--- config.mk ---
export PLATFORM = sky130hd
export DESIGN_NAME = pilp_div
export DESIGN_NICKNAME = d
export VERILOG_FILES = /design/src/rtl/pilp_pkg.sv /design/src/rtl/pilp_div.sv
export SDC_FILE = /design/constraint.sdc
export NUM_CORES = 1
export LEC_CHECK = 0
export BUFFER_PORTS_ARGS = -buffer_cell sky130_fd_sc_hd__clkbuf_2
export CORE_MARGIN = 2
export CORE_UTILIZATION = 40
export CTS_CLUSTER_SIZE = 25
export DETAILED_ROUTE_END_ITERATION = 10
export REMOVE_ABC_BUFFERS = 1
export SLEW_MARGIN = 20
export SYNTH_ARGS = -nofsm -noshare
export SYNTH_HDL_FRONTEND = slang
export SYNTH_SLANG_ARGS = --single-unit
export TNS_END_PERCENT = 10
--- constraint.sdc ---
create_clock -name i_clk -period 8.6 [get_ports i_clk]
set_input_delay 0.43 -clock i_clk [delete_from_list [all_inputs] [get_ports i_clk]]
set_output_delay 0.43 -clock i_clk [all_outputs]
set_load 0.02 [all_outputs]
--- src/rtl/pilp_pkg.sv ---
// ----------------------------------------------------------------------------
// pilp_pkg
// Shared widths, constants, types and helpers of the PI loop block.
// ----------------------------------------------------------------------------
package pilp_pkg;

    // field widths
    localparam int NOW_W      = 32;
    localparam int SP_W       = 22;
    localparam int PV_W       = 21;
    localparam int ERR_W      = 23;
    localparam int UP_W       = 30;
    localparam int SUM_W      = 40;
    localparam int LIM_W      = 21;
    localparam int CFG_IDX_W  = 3;
    localparam int CFG_DATA_W = 21;

    // shared multiplier and divider
    localparam int MUL_A_W   = 22;
    localparam int MUL_B_W   = 16;
    localparam int MUL_P_W   = MUL_A_W + MUL_B_W;
    localparam int DIVD_W    = MUL_P_W;
    localparam int DVS_W     = 16;
    localparam int QUOT_W    = DIVD_W + 1;
    localparam int DIV_RADIX = 2;
    localparam int DIV_STEPS = DIVD_W / DIV_RADIX;
    localparam int CNT_W     = $clog2(DIV_STEPS);

    // setpoint profile
    localparam int PROFILE_N = 4;
    localparam int IDX_W     = $clog2(PROFILE_N + 1);
    localparam logic [DVS_W-1:0] HOLD_MS       = DVS_W'(5000);
    localparam logic [DVS_W-1:0] PROFILE_STEPS = DVS_W'(PROFILE_N);
    localparam logic [DVS_W-1:0] MILLI         = DVS_W'(1000);

    // limits
    localparam logic [LIM_W-1:0] LIMIT_MAX = LIM_W'(1000000);
    localparam logic [LIM_W-1:0] PV_MAX    = LIM_W'(1000000);
    localparam logic [LIM_W-1:0] SP_MAX    = LIM_W'(2000000);
    localparam logic [NOW_W-1:0] DT_CAP    = NOW_W'(65535);
    localparam logic signed [SUM_W-1:0] PV_BOUND    = SUM_W'(PV_MAX);
    localparam logic signed [SUM_W-1:0] INTEG_BOUND = SUM_W'(LIMIT_MAX);

    // register reset values
    localparam logic [15:0]        RST_PROP_GAIN  = 16'd800;
    localparam logic [15:0]        RST_INTEG_GAIN = 16'd150;
    localparam logic [15:0]        RST_TAU        = 16'd1000;
    localparam logic [19:0]        RST_DRIVE_LIM  = 20'd200000;
    localparam logic [19:0]        RST_INTEG_LIM  = 20'd200000;
    localparam logic [15:0]        RST_PERIOD     = 16'd10;
    localparam logic signed [20:0] RST_SP_BASE    = 21'sd60000;
    localparam logic signed [18:0] RST_SP_STRIDE  = 19'sd20000;

    typedef enum logic [CFG_IDX_W-1:0] {
        CFG_PROP_GAIN  = 3'd0,
        CFG_INTEG_GAIN = 3'd1,
        CFG_PLANT_TAU  = 3'd2,
        CFG_DRIVE_LIM  = 3'd3,
        CFG_INTEG_LIM  = 3'd4,
        CFG_PERIOD     = 3'd5,
        CFG_SP_BASE    = 3'd6,
        CFG_SP_STRIDE  = 3'd7
    } t_cfg_idx;

    typedef enum logic [3:0] {
        S_IDLE,
        S_HOLD_DIV,
        S_STEP_DIV,
        S_SP,
        S_ERR,
        S_INT_MUL,
        S_INT_DIV,
        S_P_DIV,
        S_I_MUL,
        S_I_DIV,
        S_DIFF,
        S_PV_MUL,
        S_PV_DIV,
        S_DONE
    } t_state;

    typedef struct packed {
        logic              start;
        logic              neg;
        logic [DIVD_W-1:0] dividend;
        logic [DVS_W-1:0]  divisor;
    } t_div_req;

    typedef struct packed {
        logic              done;
        logic [QUOT_W-1:0] quot;
        logic [DVS_W-1:0]  rem;
    } t_div_rsp;

    function automatic logic signed [SUM_W-1:0] clamp_sym(
        input logic signed [SUM_W-1:0] v,
        input logic [LIM_W-1:0]        lim
    );
        logic signed [SUM_W-1:0] hi;
        logic signed [SUM_W-1:0] lo;
        hi = $signed({{(SUM_W-LIM_W){1'b0}}, lim});
        lo = -hi;
        if (v > hi) begin
            return hi;
        end else if (v < lo) begin
            return lo;
        end
        return v;
    endfunction

endpackage

--- src/rtl/pilp_div.sv ---
// ----------------------------------------------------------------------------
// pilp_div
// Shared radix-4 restoring divider, truncating toward zero via sign-magnitude.
// ----------------------------------------------------------------------------
module pilp_div import pilp_pkg::*; (
    input  logic     i_clk,
    input  logic     i_rst_n,
    input  t_div_req i_req,
    output t_div_rsp o_rsp
);

    logic             r_busy;
    logic             r_done;
    logic [CNT_W-1:0] r_cnt;
    logic [DVS_W-1:0] r_rem;
    logic [DIVD_W-1:0] r_quo;
    logic [DVS_W-1:0] r_dvs;
    logic             r_neg;

    logic [DVS_W-1:0]  n_rem;
    logic [DIVD_W-1:0] n_quo;
    logic [DVS_W:0]    trial;
    logic signed [QUOT_W-1:0] quot_mag;

    // two quotient bits per cycle; remainder stays below the divisor
    always_comb begin
        n_rem = r_rem;
        n_quo = r_quo;
        trial = '0;
        for (int k = 0; k < DIV_RADIX; k++) begin
            trial = {n_rem, n_quo[DIVD_W-1]};
            n_quo = {n_quo[DIVD_W-2:0], 1'b0};
            if (trial >= {1'b0, r_dvs}) begin
                trial    = trial - {1'b0, r_dvs};
                n_quo[0] = 1'b1;
            end
            n_rem = trial[DVS_W-1:0];
        end
    end

    always_ff @(posedge i_clk) begin
        if (!i_rst_n) begin
            r_busy <= 1'b0;
            r_done <= 1'b0;
            r_cnt  <= '0;
        end else begin
            r_done <= 1'b0;
            if (i_req.start) begin
                r_busy <= 1'b1;
                r_cnt  <= '0;
            end else if (r_busy) begin
                r_cnt <= r_cnt + CNT_W'(1);
                if (r_cnt == CNT_W'(DIV_STEPS - 1)) begin
                    r_busy <= 1'b0;
                    r_done <= 1'b1;
                end
            end
        end
    end

    always_ff @(posedge i_clk) begin
        if (i_req.start) begin
            r_rem <= '0;
            r_quo <= i_req.dividend;
            r_dvs <= i_req.divisor;
            r_neg <= i_req.neg;
        end else if (r_busy) begin
            r_rem <= n_rem;
            r_quo <= n_quo;
        end
    end

    assign quot_mag   = $signed({1'b0, r_quo});
    assign o_rsp.done = r_done;
    assign o_rsp.quot = r_neg ? QUOT_W'(-quot_mag) : QUOT_W'(quot_mag);
    assign o_rsp.rem  = r_rem;

endmodule

==> key figures <==
Run status
  – Status: finished, final reports clean

Placement
  – I/O Buffers: around 110
  – Routability congestion estimate: approximately 0.87
  – Cell Area, Placed: between 6000 and 7000 um2
  – Dpl ws: between 3000 and 4000 ps
  – Dpl cells: 836
  – Hpwl dp: between 10000 and 15000 um

Yosys
  – Syn_area_per_cell: around 10 um2
  – Register area share after synthesis: 0.378
  – Mapped Area: 5590 um2
  – Yosys reg bits: ~80
  – Synth Flop Type: edfxtp_1
  – Ys async rst share: 0
  – Count of flip-flops with a built-in enable after synthesis: 55
  – Yosys warns: 0
  – Synth cell types: 56
  – Mapped Cells: ~560

Route
  – Pre-antenna DRT Iters: 5
  – Post-route ant nets: 0
  – Wirelength per Cell: between 15 and 20 um
  – Vias: 4731
  – Vias/cell: ~5.5
  – DRC viols: 0
  – Initial drt markers: between 300 and 400
  – Final WL: about 15000 um

Critical path
  – CP required: about 8800 ps
  – CP Data Arrival Time: 5650 ps
  – Crit path max fanout: 13
  – Critical Path End Type: flop
  – Kind of critical path: reg2reg
  – CP max-delay cell: a221oi_1
  – Worst stage delay on the critical path: about 650 ps
  – Worst-path cell chain: inv_1 > ha_1 > and3_1 > a221o_1 > a221oi_1 > o21ai_1 > mux2_2 > ha_1 > nand3_1 > o21bai_1 > nand3_1 > a32oi_1 > a311oi_1 > a211o_1 > o21ai_0 > a311oi_1
  – Kind of start point of the critical path: flop

Layout
  – Layout cells sized above 1: 0.282
  – Reg area: 2110 um2
  – Fin nets: between 700 and 800
  – # diodes: 0
  – Area delta synth->final: 18.4%
  – Multi-input gate area: roughly 3300 um2
  – Final-layout fill cell count: about 1400
  – Post-route cell area: about 6600 um2
  – Cell Count, Final, Fillers Out: about 850

Timing
  – Final hold violations: 0
  – Worst-Margin Slew: about 940 ps
  – Max Clk Rate: 0.185 GHz
  – Post-route setup TNS: 0 ps
  – Crit share post-route: 0.630
  – Worst clock skew: just over 9 ps
  – Setup ws final: 3190 ps
  – RSZ-0062 raised after global routing: no
  – Slew Limit Headroom: 0.370
  – Final min period: 5410 ps
  – Final setup viols: 0
  – Total count of max-transition violations in the final report: 0

Global route
  – Vias in the first global route: 4722
  – Initial antenna violation count: 0
  – Met2 usage: 0.328
  – Met3 GRT Util: 0.0381
  – GRT busiest layer: met2
  – GRT Resource Usage Total: 0.201
  – M1 GR Usage: 0.265
  – First-pass GRT wire length: between 20000 and 25000 um
  – Congestion Overflow GR: 0
  – Largest net degree at the start of global routing: between 40 and 50

Floorplan
  – Die Area: between 10000 and 15000 um2
  – IO Pins: ~110
  – Std cell rows: 43
  – Chip Width: around 120 um
  – Core area: between 10000 and 15000 um2
  – Height of the die: between 100 and 150 um
  – Initial core utilization: 0.406

Power
  – P_leak: roughly 2.7 nW
  – Pwr Density: 260 nW/um2
  – Worst vdd ir: 0.0986 mV

Clocking
  – Htree depth: 3
  – CTS tree: built
  – Clock Path Buffers: 2
  – Clock slew at reported path FFs: approximately 70 ps
  – Post CTS Setup Buffer Count: 0
  – Worst-Skew Late Latency: 340 ps
  – Clk sink count: between 70 and 80
  – CTS root buffer: clkbuf_16
  – CTS buffer count: 9
  – Post-CTS Hold Fix Bufs: 0
  – Post-cts sizing count: 0

Worst hold path
  – Worst min path class: in2reg

Job
  – Max-Cap Viols: 0
report_power, final:
part	switching, mW	total [mW]	internal [mW]
Clock	0.162	0.358	0.196
Sequential	0.0512	0.507	0.455
Combinational	0.514	0.860	0.346
Total	0.727	1.72	0.998
sequential cells by signal, summed over array words and instances (netlist names):
signal	cells
r_busy	1
r_cnt	5
r_done	1
r_dvs	16
r_neg	1
r_quo	38
r_rem	16
logic make-up (layout without fill, tap and decap cells):
logic type / Yosys count / after routing / share of synthesized area
xor+xnor: 62 / 62 / 0.0971
flops: 78 / 78 / 0.378
simple gates: 149 / 149 / 0.144
buf+inv: 51 / 163 / 0.0356
mux: 42 / 42 / 0.0841
fa+ha+maj: 37 / 37 / 0.0855
compound gates: 142 / 142 / 0.176
synthesized netlist by cell type (3+ instances only):
master    count  area (um2)
a211oi_1      7        52.6
a21o_1       12        90.1
a21oi_1      22         110
a311oi_1     15         131
a31oi_1       3        18.8
and3_1        6        37.5
buf_1         7        26.3
clkbuf_1     13        48.8
dfxtp_1      23         460
edfxtp_1     55        1650
ha_1         35         438
inv_1        29         109
mux2_2       40         450
nand2_1      32         120
nand2b_1      7        43.8
nand3_1      21         105
nand4_1       7        43.8
nor2_1       34         128
nor2b_1       4        25.0
nor3_1        8        40.0
o211ai_1      4        30.0
o21a_1        5        37.5
o21ai_0      28         140
o21bai_1      7        52.6
o22ai_1       5        31.3
o31ai_1      12        90.1
o41ai_1       4        35.0
or3_1         9        56.3
or3_4         3        33.8
or4_4         9         101
xnor2_1      52         455
xor2_1       10        87.6
critical path, delay by kind of cell (launching register included):
family	cells	cell delay, ps
AOI/OAI and AO/OA	9	3210
adders and majority gates	2	690
and+or+nand+nor	3	500
muxes	1	420
DFF	1	370
buffers and inverters	1	120
layout make-up:
cell class                 count  area share
multi-input combinational    432       0.495
sequential                    78       0.319
timing repair buffer         118      0.0941
clock buffer                   9      0.0340
tap                          180      0.0340
inverter                      29      0.0164
clock inverter                 7     0.00718
layout by cell type, fill, tap and decap left out, types with 3 or more instances in the layout:
cell / instances
o211ai_1: 4
and3_1: 6
dfxtp_1: 23
a31oi_1: 3
o31ai_1: 12
nor3_1: 8
o41ai_1: 4
clkbuf_16: 9
mux2_2: 40
clkbuf_2: 112
xor2_1: 10
a311oi_1: 15
o22ai_1: 5
edfxtp_1: 55
nand3_1: 21
or3_4: 3
nand2b_1: 7
nand4_1: 7
buf_4: 4
o21a_1: 5
o21bai_1: 7
a211oi_1: 7
o21ai_0: 28
ha_1: 35
inv_1: 29
or3_1: 9
nor2b_1: 4
a21oi_1: 22
a21o_1: 12
nor2_1: 34
xnor2_1: 52
nand2_1: 32
or4_4: 9
through the flow:
step | hold WS [ps] | power (mW) | utilization
after global placement | 500 | 1.36 | 0.459
final | 263 | 1.72 | 0.481
after CTS | 253 | 1.73 | 0.479
after detailed placement | 510 | 1.36 | 0.459
after floorplan | 479 | 1.12 | -
after global routing | 251 | 1.84 | 0.481
metal layers:
metal | vias to the layer above | part of all wire
met2 | 163 | 0.48
li1 | 2329 | -
met3 | 22 | 0.063
met4 | 0 | 0.017
met1 | 2217 | 0.44
met5 | - | 0
worst paths after layout:
kind / from / endpoint / slack [ps] / cells past startpoint
max: r_dvs[11] / r_rem[8] / 3190 / 16
min: i_req[1] / r_dvs[1] / 260 / 1
max reg2reg: r_dvs[11] / r_rem[8] / 3190 / 16
min reg2reg: r_cnt[1] / r_cnt[1] / 520 / 2
No activity file was read; power rests on OpenSTA's default activity.
